===== src/hw/rtl/assert_macros.svh =====
// Assertion helpers for the RTL.
`ifndef ASSERT_MACROS_SVH
`define ASSERT_MACROS_SVH

`ifndef NO_ASSERTIONS
// Same-cycle implication: when a holds, b must hold.
`define ASSERT_IMPLIES(label, clk, rst_n, a, b) \
    label: assert property (@(posedge clk) disable iff (!rst_n) (a) |-> (b)) \
        else $error("assertion failed");
// Next-cycle implication: when a holds, b must hold in the next cycle.
`define ASSERT_NEXT(label, clk, rst_n, a, b) \
    label: assert property (@(posedge clk) disable iff (!rst_n) (a) |=> (b)) \
        else $error("assertion failed");
`else
`define ASSERT_IMPLIES(label, clk, rst_n, a, b)
`define ASSERT_NEXT(label, clk, rst_n, a, b)
`endif

`endif


===== src/hw/rtl/skmt_pkg.sv =====
package skmt_pkg;

    typedef struct packed {
        logic       has_byte;
        logic [7:0] rx_byte;
        logic [7:0] elapsed_ms;
        logic [3:0] query_row;
    } slot_t;

    typedef struct packed {
        logic       modified;
        logic       send_disable_mouse;
        logic       led_level;
        logic [7:0] key_count;
        logic [7:0] row_bits;
        logic [1:0] phase_out;
    } result_t;

    // Keyboard phase
    localparam logic [1:0] PHASE_STARTUP = 2'd0;
    localparam logic [1:0] PHASE_IDLE    = 2'd1;
    localparam logic [1:0] PHASE_ACTIVE  = 2'd2;

    // Byte codes
    localparam logic [7:0] CODE_IGNORE_MIN = 8'hF6;
    localparam logic [7:0] CODE_STATUS_MIN = 8'hF0;

    // Blink periods in milliseconds
    localparam logic [12:0] PERIOD_RESET   = 13'd50;
    localparam logic [12:0] PERIOD_IDLE    = 13'd500;
    localparam logic [12:0] PERIOD_ACTIVE  = 13'd1000;
    localparam logic [12:0] PERIOD_BYTE    = 13'd200;
    localparam logic [12:0] PERIOD_NORMAL  = 13'd5000;
    localparam logic [12:0] PERIOD_NOMOUSE = 13'd100;

    // Sequencer
    typedef logic [2:0] step_t;

    localparam step_t STEP_WAIT   = 3'd0;
    localparam step_t STEP_DECODE = 3'd1;
    localparam step_t STEP_KEY    = 3'd2;
    localparam step_t STEP_BLINK  = 3'd3;
    localparam step_t STEP_QUERY  = 3'd4;
    localparam step_t STEP_EMIT   = 3'd5;
    localparam step_t STEP_WRAP   = 3'd6;

    typedef enum logic [2:0] {
        COND_NEVER    = 3'd0,
        COND_NO_SLOT  = 3'd1,
        COND_OVER     = 3'd2,
        COND_OUT_BUSY = 3'd3,
        COND_ALWAYS   = 3'd4
    } cond_t;

    typedef struct packed {
        logic  take;
        logic  decode;
        logic  rd_key;
        logic  key_wr;
        logic  blink;
        logic  rd_query;
        logic  emit;
        cond_t cond;
        step_t target;
    } ucode_t;

    typedef struct packed {
        logic slot_fire;
        logic over;
        logic out_busy;
    } cond_flags_t;

endpackage


===== src/hw/rtl/skmt_ram.sv =====
module skmt_ram #(
    parameter int WIDTH = 8,
    parameter int DEPTH = 16
) (
    input  logic                                  clk,
    input  logic                                  wr_en,
    input  logic [(DEPTH > 1 ? $clog2(DEPTH) : 1)-1:0] wr_addr,
    input  logic [WIDTH-1:0]                      wr_data,
    input  logic                                  rd_en,
    input  logic [(DEPTH > 1 ? $clog2(DEPTH) : 1)-1:0] rd_addr,
    output logic [WIDTH-1:0]                      rd_data
);

    logic [WIDTH-1:0] mem [DEPTH];

    always_ff @(posedge clk)
    begin
        if (wr_en)
        begin
            mem[wr_addr] <= wr_data;
        end
        if (rd_en)
        begin
            rd_data <= mem[rd_addr];
        end
    end

endmodule


===== src/hw/rtl/skmt_useq.sv =====
module skmt_useq (
    input  logic                 clk,
    input  logic                 rst_n,
    input  skmt_pkg::cond_flags_t flags,
    output skmt_pkg::ucode_t      ctrl
);

    skmt_pkg::step_t step_reg;
    skmt_pkg::step_t step_next;
    logic            jump;

    function automatic skmt_pkg::ucode_t ucode_rom(input skmt_pkg::step_t s);
        skmt_pkg::ucode_t w;
        w        = '0;
        w.cond   = skmt_pkg::COND_NEVER;
        w.target = skmt_pkg::STEP_WAIT;
        case (s)
            skmt_pkg::STEP_WAIT:
            begin
                w.take   = 1'b1;
                w.cond   = skmt_pkg::COND_NO_SLOT;
                w.target = skmt_pkg::STEP_WAIT;
            end
            skmt_pkg::STEP_DECODE:
            begin
                w.decode = 1'b1;
                w.rd_key = 1'b1;
            end
            skmt_pkg::STEP_KEY:
            begin
                w.key_wr = 1'b1;
            end
            skmt_pkg::STEP_BLINK:
            begin
                w.blink  = 1'b1;
                w.cond   = skmt_pkg::COND_OVER;
                w.target = skmt_pkg::STEP_BLINK;
            end
            skmt_pkg::STEP_QUERY:
            begin
                w.rd_query = 1'b1;
            end
            skmt_pkg::STEP_EMIT:
            begin
                w.emit   = 1'b1;
                w.cond   = skmt_pkg::COND_OUT_BUSY;
                w.target = skmt_pkg::STEP_EMIT;
            end
            default:
            begin
                w.cond   = skmt_pkg::COND_ALWAYS;
                w.target = skmt_pkg::STEP_WAIT;
            end
        endcase
        return w;
    endfunction

    assign ctrl = ucode_rom(step_reg);

    always_comb
    begin
        case (ctrl.cond)
            skmt_pkg::COND_NO_SLOT:  jump = !flags.slot_fire;
            skmt_pkg::COND_OVER:     jump = flags.over;
            skmt_pkg::COND_OUT_BUSY: jump = flags.out_busy;
            skmt_pkg::COND_ALWAYS:   jump = 1'b1;
            default:                 jump = 1'b0;
        endcase
        step_next = jump ? ctrl.target : skmt_pkg::step_t'(step_reg + 3'd1);
    end

    always_ff @(posedge clk or negedge rst_n)
    begin
        if (!rst_n)
        begin
            step_reg <= skmt_pkg::STEP_WAIT;
        end
        else
        begin
            step_reg <= step_next;
        end
    end

endmodule


===== src/hw/rtl/scancode_key_matrix_tracker.sv =====
// Channel   Direction  Handshake                Payload
// slot      in         slot_valid / slot_stall  slot   (skmt_pkg::slot_t)
// result    out        result_valid / result_stall result (skmt_pkg::result_t)
//
// An item passes the wait, decode, key, blink, query, emit and wrap steps of the
// sequencer; the blink step repeats, subtracting one LED period each time, while
// the count is above the period, and the wait step holds until a slot is taken.
// The result register frees the sequencer as soon as the result is loaded; a held
// result stalls only the emit step of the following item.
// Reset skips the row RAM; per-row valid flags make the key rows read as zero.
module scancode_key_matrix_tracker #(
    parameter int ROWS = 16
) (
    input  logic              clk,
    input  logic              rst_n,
    input  logic              slot_valid,
    output logic              slot_stall,
    input  skmt_pkg::slot_t   slot,
    output logic              result_valid,
    input  logic              result_stall,
    output skmt_pkg::result_t result
);

`include "assert_macros.svh"

    localparam int ROW_W = (ROWS > 1) ? $clog2(ROWS) : 1;
    localparam logic [4:0] ROW_LIMIT = 5'(ROWS);
    localparam logic [7:0] KEYS_MAX = 8'(8 * ROWS);

    skmt_pkg::ucode_t      ctrl;
    skmt_pkg::cond_flags_t flags;

    skmt_pkg::slot_t   slot_reg;
    skmt_pkg::result_t result_reg;
    skmt_pkg::result_t result_next;
    logic              result_valid_reg;
    logic              result_valid_next;

    logic [1:0]  phase_reg;
    logic [1:0]  phase_next;
    logic [12:0] period_reg;
    logic [12:0] period_next;
    logic [13:0] count_reg;
    logic [13:0] count_next;
    logic        led_reg;
    logic        led_next;
    logic [7:0]  key_count_reg;
    logic [7:0]  key_count_next;
    logic [ROWS-1:0] row_valid_reg;
    logic [ROWS-1:0] row_valid_next;
    logic        mod_reg;
    logic        mod_next;
    logic        send_reg;
    logic        send_next;
    logic        key_act_reg;
    logic        key_act_next;

    logic             slot_fire;
    logic             out_busy;
    logic             emit_fire;
    logic             over;
    logic [3:0]       key_row;
    logic             key_row_ok;
    logic [ROW_W-1:0] key_addr;
    logic [ROW_W-1:0] q_addr;
    logic             q_ok;
    logic [7:0]       key_bit;
    logic [7:0]       cur_row;
    logic             wr_en;
    logic [7:0]       wr_data;
    logic             rd_en;
    logic [ROW_W-1:0] rd_addr;
    logic [7:0]       rd_data;

    skmt_useq u_useq (
        .clk   (clk),
        .rst_n (rst_n),
        .flags (flags),
        .ctrl  (ctrl)
    );

    skmt_ram #(
        .WIDTH (8),
        .DEPTH (ROWS)
    ) u_matrix (
        .clk     (clk),
        .wr_en   (wr_en),
        .wr_addr (key_addr),
        .wr_data (wr_data),
        .rd_en   (rd_en),
        .rd_addr (rd_addr),
        .rd_data (rd_data)
    );

    assign slot_stall   = !ctrl.take;
    assign slot_fire    = slot_valid && ctrl.take;
    assign out_busy     = result_valid_reg && result_stall;
    assign emit_fire    = ctrl.emit && !out_busy;
    assign over         = count_reg > {1'b0, period_reg};
    assign result_valid = result_valid_reg;
    assign result       = result_reg;

    assign flags.slot_fire = slot_fire;
    assign flags.over      = over;
    assign flags.out_busy  = out_busy;

    assign key_row    = slot_reg.rx_byte[6:3];
    assign key_row_ok = {1'b0, key_row} < ROW_LIMIT;
    assign key_addr   = key_row[ROW_W-1:0];
    assign q_addr     = slot_reg.query_row[ROW_W-1:0];
    assign q_ok       = {1'b0, slot_reg.query_row} < ROW_LIMIT;
    assign key_bit    = 8'(1) << slot_reg.rx_byte[2:0];
    assign rd_en      = ctrl.rd_key || ctrl.rd_query;
    assign rd_addr    = ctrl.rd_key ? key_addr : q_addr;
    assign cur_row    = (key_row_ok && row_valid_reg[key_addr]) ? rd_data : 8'd0;

    always_comb
    begin
        phase_next     = phase_reg;
        period_next    = period_reg;
        count_next     = count_reg;
        led_next       = led_reg;
        key_count_next = key_count_reg;
        row_valid_next = row_valid_reg;
        mod_next       = mod_reg;
        send_next      = send_reg;
        key_act_next   = key_act_reg;
        wr_en          = 1'b0;
        wr_data        = cur_row;

        if (ctrl.decode)
        begin
            send_next    = 1'b0;
            mod_next     = 1'b0;
            key_act_next = 1'b0;
            count_next   = count_reg + {6'd0, slot_reg.elapsed_ms};
            if (phase_reg == skmt_pkg::PHASE_STARTUP)
            begin
                if (slot_reg.has_byte)
                begin
                    phase_next = skmt_pkg::PHASE_IDLE;
                    if (slot_reg.rx_byte >= skmt_pkg::CODE_STATUS_MIN)
                    begin
                        period_next = skmt_pkg::PERIOD_NOMOUSE;
                        send_next   = 1'b1;
                    end
                    else
                    begin
                        period_next = skmt_pkg::PERIOD_NORMAL;
                    end
                end
            end
            else if (!slot_reg.has_byte)
            begin
                period_next = (phase_reg == skmt_pkg::PHASE_IDLE) ?
                              skmt_pkg::PERIOD_IDLE : skmt_pkg::PERIOD_ACTIVE;
                phase_next  = skmt_pkg::PHASE_IDLE;
            end
            else
            begin
                period_next = skmt_pkg::PERIOD_BYTE;
                if (slot_reg.rx_byte >= skmt_pkg::CODE_IGNORE_MIN)
                begin
                    phase_next = skmt_pkg::PHASE_IDLE;
                end
                else
                begin
                    phase_next   = skmt_pkg::PHASE_ACTIVE;
                    key_act_next = 1'b1;
                end
            end
        end

        // Row data from the read issued in the decode step arrives here
        if (ctrl.key_wr && key_act_reg && key_row_ok)
        begin
            if (slot_reg.rx_byte[7])
            begin
                if ((cur_row & key_bit) != 8'd0)
                begin
                    wr_en          = 1'b1;
                    wr_data        = cur_row & ~key_bit;
                    mod_next       = 1'b1;
                    key_count_next = key_count_reg - 8'd1;
                end
            end
            else if ((cur_row & key_bit) == 8'd0)
            begin
                wr_en          = 1'b1;
                wr_data        = cur_row | key_bit;
                mod_next       = 1'b1;
                key_count_next = key_count_reg + 8'd1;
            end
            if (wr_en)
            begin
                row_valid_next[key_addr] = 1'b1;
            end
        end

        // One period per cycle while the count is above it
        if (ctrl.blink && over)
        begin
            count_next = count_reg - {1'b0, period_reg};
            led_next   = ~led_reg;
        end
    end

    always_comb
    begin
        result_next                    = result_reg;
        result_next.modified           = mod_reg;
        result_next.send_disable_mouse = send_reg;
        result_next.led_level          = led_reg;
        result_next.key_count          = key_count_reg;
        result_next.row_bits           = (q_ok && row_valid_reg[q_addr]) ? rd_data : 8'd0;
        result_next.phase_out          = phase_reg;

        result_valid_next = result_valid_reg;
        if (emit_fire)
        begin
            result_valid_next = 1'b1;
        end
        else if (result_valid_reg && !result_stall)
        begin
            result_valid_next = 1'b0;
        end
    end

    always_ff @(posedge clk or negedge rst_n)
    begin
        if (!rst_n)
        begin
            phase_reg        <= skmt_pkg::PHASE_STARTUP;
            period_reg       <= skmt_pkg::PERIOD_RESET;
            count_reg        <= '0;
            led_reg          <= 1'b0;
            key_count_reg    <= '0;
            row_valid_reg    <= '0;
            mod_reg          <= 1'b0;
            send_reg         <= 1'b0;
            key_act_reg      <= 1'b0;
            result_valid_reg <= 1'b0;
        end
        else
        begin
            phase_reg        <= phase_next;
            period_reg       <= period_next;
            count_reg        <= count_next;
            led_reg          <= led_next;
            key_count_reg    <= key_count_next;
            row_valid_reg    <= row_valid_next;
            mod_reg          <= mod_next;
            send_reg         <= send_next;
            key_act_reg      <= key_act_next;
            result_valid_reg <= result_valid_next;
        end
    end

    always_ff @(posedge clk)
    begin
        if (slot_fire)
        begin
            slot_reg <= slot;
        end
        if (emit_fire)
        begin
            result_reg <= result_next;
        end
    end

    `ASSERT_IMPLIES(a_key_count_max, clk, rst_n, 1'b1, key_count_reg <= KEYS_MAX)
    `ASSERT_NEXT(a_led_only_in_blink, clk, rst_n, !ctrl.blink, $stable(led_reg))
    `ASSERT_IMPLIES(a_count_settled, clk, rst_n, ctrl.emit, count_reg <= {1'b0, period_reg})

endmodule

===== config.mk =====
export PLATFORM = sky130hd
export DESIGN_NAME = scancode_key_matrix_tracker
export DESIGN_NICKNAME = d
export VERILOG_FILES = /design/src/hw/rtl/skmt_pkg.sv /design/src/hw/rtl/skmt_ram.sv /design/src/hw/rtl/skmt_useq.sv /design/src/hw/rtl/scancode_key_matrix_tracker.sv
export VERILOG_INCLUDE_DIRS = /design/src /design/src/hw/rtl
export SDC_FILE = /design/constraint.sdc
export NUM_CORES = 1
export LEC_CHECK = 0
export ABC_AREA = 1
export BUFFER_PORTS_ARGS = -buffer_cell sky130_fd_sc_hd__buf_4
export CAP_MARGIN = 20
export CORE_AREA = 3 3 129 156
export DETAILED_ROUTE_END_ITERATION = 7
export DIE_AREA = 0 0 132 159
export GPL_ROUTABILITY_DRIVEN = 0
export PLACE_DENSITY = 0.77
export SLEW_MARGIN = 15
export SYNTH_ARGS = -nofsm -noshare
export SYNTH_HDL_FRONTEND = slang
export SYNTH_SLANG_ARGS = --single-unit

===== constraint.sdc =====
create_clock -name clk -period 3.1 [get_ports clk]
set_input_delay 0.62 -clock clk [delete_from_list [all_inputs] [get_ports clk]]
set_output_delay 0.62 -clock clk [all_outputs]
set_load 0.02 [all_outputs]

==> flow_metrics.env, run 1 <==
export IMPL_ir_worst_vdd_mv=0.642
export IMPL_wirelength_um=26600
export IMPL_post_route_period_util_pct=96.1
export IMPL_critPathLaunchType="flop"
export IMPL_synth_seq_cells=236
export IMPL_num_vias=8308
export IMPL_grt_pass1_wl_um=41900
export IMPL_fin_setup_tns_ns=0
export IMPL_tightest_slew_ns=0.801
export IMPL_dr_pass1_iters=5
export IMPL_clockBufferDepth=3
export IMPL_crit_chain="inv_1 -> ha_1 -> inv_1 -> nor2_1 -> clkinv_1 -> buf_4 -> o21ai_0 -> inv_1 -> o211ai_1 -> nand2_1"
export IMPL_status="completed"
export IMPL_switching_share_pct=39.8
export IMPL_largest_reg_flops=128
export IMPL_clockPowerShare_pct=23.4
export IMPL_power_density_nw_per_um2=973
export IMPL_fillCellCount=1404
export IMPL_post_dp_cell_area_sq_um=11900
export IMPL_finalInstanceArea_sq_um=12700
export IMPL_cts_tree="built"
export IMPL_yosys_warnings=0
export IMPL_hold_ws_ns=0.182
export IMPL_grt_antenna_before_repair=0
export IMPL_crit_path_frequent_cell="inv_1"
export IMPL_drc=0
export IMPL_fmax_ghz=0.336
export IMPL_r2r_cells=10
export IMPL_r2r_slack_ns=0.12
export IMPL_num_antenna_cells=0
export IMPL_critPathSlowestCell="o211ai_1"
export IMPL_worstPathArrival_ns=3.22
export IMPL_yosysUniqueCellTypes=41
export IMPL_hp_class="in -> async"
export IMPL_synth_top_cell_area_share_pct=47.6
export IMPL_nets=1229
export IMPL_viasPerCell=5.76
export IMPL_gr_usage_all_layers_pct=25.0
export IMPL_fp_dieW_um=132
export IMPL_p_switching_uw=4930
export IMPL_cts_max_level=1
export IMPL_syn_area_per_cell_sq_um=10.1
export IMPL_ys_async_sr_fraction_pct=24.6
export IMPL_pwr_share_comb_pct=40.4
export IMPL_pre_cts_slack_ns=0.123
export IMPL_pwr_share_seq_pct=36.3
export IMPL_yosys_most_used_dff="edfxtp_1"
export IMPL_io_buffers=47
export IMPL_period_needed_ns=2.98
export IMPL_grt_max_degree=65
export IMPL_core_sq_um=18800
export IMPL_worstPathRequired_ns=3.34
export IMPL_clk_pin_slew_ns=0.07
export IMPL_finalPower_uw=12400
export IMPL_layout_setup_ws_ns=0.122
export IMPL_r2r_start="u_useq.step_reg[1]$_DFF_PN0_"
export IMPL_synth_nets=1164
export IMPL_syn2layout_area_growth_pct=13.4
export IMPL_leakage_uw=0.00530
export IMPL_final_setup_skew_ns=0.00910
export IMPL_cp_top_family="buffers and inverters"
export IMPL_seq_area_frac_synth_pct=60.6
export IMPL_holdBufCountCts=0
export IMPL_hold_violations=0
export IMPL_start_util_pct=59.8
export IMPL_drive_gt1_share_pct=12.8
export IMPL_clockRootBuffer="clkbuf_16"
export IMPL_synth_edf_count=178
export IMPL_path_class="reg -> reg"
export IMPL_setup_worst_path_end_class="flop"
export IMPL_slew_headroom_pct=46.6
export IMPL_rows=55
export IMPL_syn_area_sq_um=11200
export IMPL_dieArea_sq_um=21000
export IMPL_internal_power_uw=7460
export IMPL_ant_nets=0
export IMPL_route_detailed_wl_per_inst_um=18.4
export IMPL_syn_inst=1107
export IMPL_rsz0062_at_grt="false"
export IMPL_cts_sinks=236
export IMPL_slowest_delay_ns=0.45
export IMPL_drt_iter0_drc=849
export IMPL_cts_made_buffers=23
export IMPL_first_global_vias=8130
export IMPL_die_h_um=159
export IMPL_finalSetupViolCount=0
export IMPL_pin_count=48
export IMPL_hpwl_um=18100
export IMPL_synthTopCellsByArea="edfxtp_1 (48%), dfrtp_1 (12%), nand2_1 (7.2%)"
export IMPL_grt_ovfl_total=0
export IMPL_worstPathMaxFanout=13
export IMPL_critPathBufInv=5
export IMPL_clkLatencyLatePin_ns=0.52
export IMPL_synth_largest_area_cell="edfxtp_1"
export IMPL_maxSlewViolCount=0
export IMPL_cap_violations=0
export IMPL_regToRegEndpoint="u_matrix.rd_data[1]$_DFFE_PP_"
[metal layers]
metal	vias up	routed length [um]	GRT usage, %
met4	0	1090	11.0
met3	74	2060	3.16
met5	-	0	0
met2	374	13300	42.3
li1	3918	-	-
met1	3942	10100	32.5
[layout make-up]
type                       instances  area [sq um]  area share (%)
timing repair buffer              78           586            4.60
clock buffer                      28           604            4.75
tap                              256           320            2.52
clock inverter                    11           178            1.40
multi-input combinational        701          3750            29.5
sequential                       236          6800            53.4
inverter                         132           495            3.89
[cells by family after synthesis]
family                   after synthesis  share of synthesized area, %
AND/OR/NAND/NOR                      444                          17.1
XOR/XNOR                              25                          1.95
AO/OA/AOI/OAI                        200                          10.5
flip-flops                           236                          60.6
adder cells (fa/ha/maj)               32                          3.77
buffers and inverters                170                          6.12
[layout by cell type, fill, tap and decap left out, types with 3 or more instances in the layout]
cell / n
nor2_1: 113
xnor2_1: 8
a21oi_1: 31
o221ai_1: 25
nand2_1: 214
o21ai_1: 4
nor3_1: 11
dfstp_2: 3
nand3_2: 12
clkinv_1: 4
inv_1: 120
buf_4: 78
inv_2: 9
nand4_1: 8
ha_1: 29
o31ai_1: 3
fa_1: 3
o211ai_1: 15
bufinv_16: 4
o22ai_1: 10
edfxtp_1: 178
nand3_1: 66
dfrtp_1: 55
nand2_2: 5
o21bai_1: 3
nor2_2: 5
clkbuf_1: 4
o21ai_0: 101
xor2_1: 17
clkbuf_16: 23
[worst max path at each step]
stage	startpoint	end	slack (ns)	cells past startpoint
3_5_place_dp	key_addr[0]$_DFFE_PP_	u_matrix.mem[10][1]$_DFFE_PP_	0.12	16
4_1_cts	key_addr[0]$_DFFE_PP_	u_matrix.mem[10][4]$_DFFE_PP_	0.06	16
6_report	u_useq.step_reg[1]$_DFF_PN0_	u_matrix.rd_data[1]$_DFFE_PP_	0.12	10
3_3_place_gp	key_addr[0]$_DFFE_PP_	u_matrix.mem[10][5]$_DFFE_PP_	0.30	16
5_1_grt	key_addr[0]$_DFFE_PP_	u_matrix.mem[0][3]$_DFFE_PP_	0.04	16
2_1_floorplan	key_addr[0]$_DFFE_PP_	u_matrix.mem[0][0]$_DFFE_PP_	0.57	15
[metrics by stage]
stage | instances | utilization (%)
2_1_floorplan | 1107 | -
3_3_place_gp | 1400 | 63.5
3_5_place_dp | 1400 | 63.5
4_1_cts | 1439 | 67.6
5_1_grt | 1442 | 67.8
6_report | 1442 | 67.8
[cell usage after synthesis (9+ instances only)]
| cell | number |
|---|---|
| nand3_1 | 66 |
| edfxtp_1 | 178 |
| nand2_1 | 215 |
| o21ai_0 | 101 |
| a21oi_1 | 31 |
| o211ai_1 | 15 |
| nor2_1 | 115 |
| inv_1 | 120 |
| o221ai_1 | 25 |
| ha_1 | 29 |
| nor3_1 | 11 |
| dfrtp_1 | 55 |
| o22ai_1 | 10 |
| xor2_1 | 17 |
| inv_2 | 9 |
| nand3_2 | 12 |
| clkbuf_1 | 26 |
[power groups by stage]
| stage | clock [uW] | combinational (uW) | sequential [uW] |
|---|---|---|---|
| 2_1_floorplan | 0 | 3550 | 4410 |
| 3_3_place_gp | 0 | 4760 | 4540 |
| 3_5_place_dp | 0 | 4890 | 4540 |
| 4_1_cts | 2940 | 4940 | 4490 |
| 5_1_grt | 3060 | 5600 | 4540 |
| 6_report | 2900 | 5000 | 4490 |
[what timing repair did]
item / 4_1_cts / 5_1_grt
hold endpoints to repair: 0 / 0
setup buffers: 0 / 3
resized for setup: 0 / 1
endpoints found under the setup margin: 0 / 108
No activity file was read; power rests on OpenSTA's default activity.
==> inputs of run 2 (changes only) <==
Settings changed: REMOVE_ABC_BUFFERS set to 1.
==> flow_metrics.env, run 2 (same netlist as run 1, synthesis figures left out) <==
export IMPL_die_h_um=159
export IMPL_grt_antenna_before_repair=0
export IMPL_fp_dieW_um=132
export IMPL_cts_max_level=1
export IMPL_clkLatencyLatePin_ns=0.50
export IMPL_finalPower_uw=12500
export IMPL_viasPerCell=5.75
export IMPL_clockPowerShare_pct=23.0
export IMPL_fillCellCount=1406
export IMPL_period_needed_ns=2.94
export IMPL_hpwl_um=19000
export IMPL_leakage_uw=0.00532
export IMPL_grt_pass1_wl_um=43400
export IMPL_worstPathMaxFanout=18
export IMPL_power_density_nw_per_um2=979
export IMPL_final_setup_skew_ns=0.00924
export IMPL_drt_iter0_drc=696
export IMPL_worstPathArrival_ns=3.17
export IMPL_ir_worst_vdd_mv=0.628
export IMPL_hp_class="in -> async"
export IMPL_path_class="reg -> reg"
export IMPL_worstPathRequired_ns=3.32
export IMPL_pin_count=48
export IMPL_grt_max_degree=65
export IMPL_grt_ovfl_total=0
export IMPL_tightest_slew_ns=0.779
export IMPL_num_vias=8337
export IMPL_fin_setup_tns_ns=0
export IMPL_critPathLaunchType="flop"
export IMPL_fmax_ghz=0.340
export IMPL_drc=0
export IMPL_r2r_cells=12
export IMPL_maxSlewViolCount=0
export IMPL_r2r_start="u_useq.step_reg[1]$_DFF_PN0_"
export IMPL_num_antenna_cells=0
export IMPL_pwr_share_seq_pct=36.1
export IMPL_hold_violations=0
export IMPL_cts_tree="built"
export IMPL_startpoint="u_useq.step_reg[1]$_DFF_PN0_"
export IMPL_crit_path_frequent_cell="inv_1"
export IMPL_gr_usage_all_layers_pct=26.0
export IMPL_critPathSlowestCell="dfrtp_1"
export IMPL_cap_violations=0
export IMPL_clk_pin_slew_ns=0.06
export IMPL_clockRootBuffer="clkbuf_16"
export IMPL_switching_share_pct=40.0
export IMPL_syn2layout_area_growth_pct=13.8
export IMPL_final_cell_mix="nand2_1 (214), edfxtp_1 (178), inv_1 (120)"
export IMPL_route_detailed_wl_per_inst_um=19.0
export IMPL_slew_headroom_pct=48.1
export IMPL_rows=55
export IMPL_crit_chain="inv_1 -> ha_1 -> inv_1 -> nor2_1 -> clkinv_1 -> o21ai_1 -> inv_1 -> buf_4 -> o21ai_0 -> o22ai_1 -> o211ai_1 -> nand2_1"
export IMPL_pwr_share_comb_pct=40.9
export IMPL_cts_made_buffers=23
export IMPL_holdBufCountCts=0
export IMPL_rsz0062_at_grt="false"
export IMPL_io_buffers=47
export IMPL_start_util_pct=59.8
export IMPL_dr_pass1_iters=5
export IMPL_post_route_period_util_pct=95.0
export IMPL_clockBufferDepth=3
export IMPL_ant_nets=0
export IMPL_cts_sinks=236
export IMPL_nets=1234
export IMPL_largest_reg_flops=128
export IMPL_core_sq_um=18800
export IMPL_drive_gt1_share_pct=13.2
export IMPL_status="completed"
export IMPL_final_common_cell="nand2_1"
export IMPL_internal_power_uw=7490
export IMPL_finalSetupViolCount=0
export IMPL_dieArea_sq_um=21000
export IMPL_p_switching_uw=5010
export IMPL_slowest_delay_ns=0.40
export IMPL_first_global_vias=8158
export IMPL_setup_worst_path_end_class="flop"
export IMPL_wirelength_um=27500
## run 2: layout make-up
type	count	area [sq um]	area share, %
Multi-Input combinational cell	701	3750	29.4
Inverter	132	495	3.88
Timing Repair Buffer	83	623	4.88
Clock inverter	13	171	1.34
Sequential cell	236	6800	53.3
Clock buffer	28	604	4.73
Tap cell	256	320	2.51
## run 2: per-stage QoR
stage          util, %  hold slack [ns]  cell area, sq um  cells  setup WS [ns]
2_1_floorplan        -            0.324             11000   1069         -0.603
3_3_place_gp      63.6            0.434             11900   1403          0.284
3_5_place_dp      63.6            0.439             11900   1403          0.146
4_1_cts           67.7            0.213             12700   1444          0.106
5_1_grt           68.0            0.239             12800   1449        0.00222
6_report          68.0            0.188             12800   1449          0.156
## run 2: critical path: cells and delay by family (launching register included)
kind	cells	cell delay [ns]
buffers and inverters	5	0.97
AOI/OAI and AO/OA	4	0.86
DFF	1	0.40
and+or+nand+nor	2	0.24
adders and majority gates	1	0.19
## run 2: final timing paths
kind,to,slack (ns)
max,u_matrix.rd_data[7]$_DFFE_PP_,0.16
min,count_reg[8]$_DFFE_PN0P_,0.19
max reg2reg,u_matrix.rd_data[7]$_DFFE_PP_,0.16
min reg2reg,period_reg[1]$_DFFE_PN1P_,0.45
max in group asynchronous,row_valid_reg[9]$_DFFE_PN0P_,2.39
min in group clk,slot_reg[10]$_DFFE_PP_,0.29
## run 2: routing by layer
layer  GRT usage (%)  vias up  wire, um
met2            46.5      386     14600
li1                -     3926         -
met4            9.98        0       850
met5               0        -         0
met3            3.54       70      2060
met1            32.2     3955     10000
## run 2: repair_timing
action	in CTS	in global routing
setup buffers	0	5
gates resized for setup	0	1
endpoints found under the setup margin	0	88
## run 2: power by group through the flow
stage          sequential, uW  combinational [uW]  clock (uW)
5_1_grt                  4560                5700        3020
6_report                 4510                5110        2870
4_1_cts                  4500                5020        2900
2_1_floorplan            4430                3370           0
3_3_place_gp             4540                4860           0
3_5_place_dp             4550                4970           0
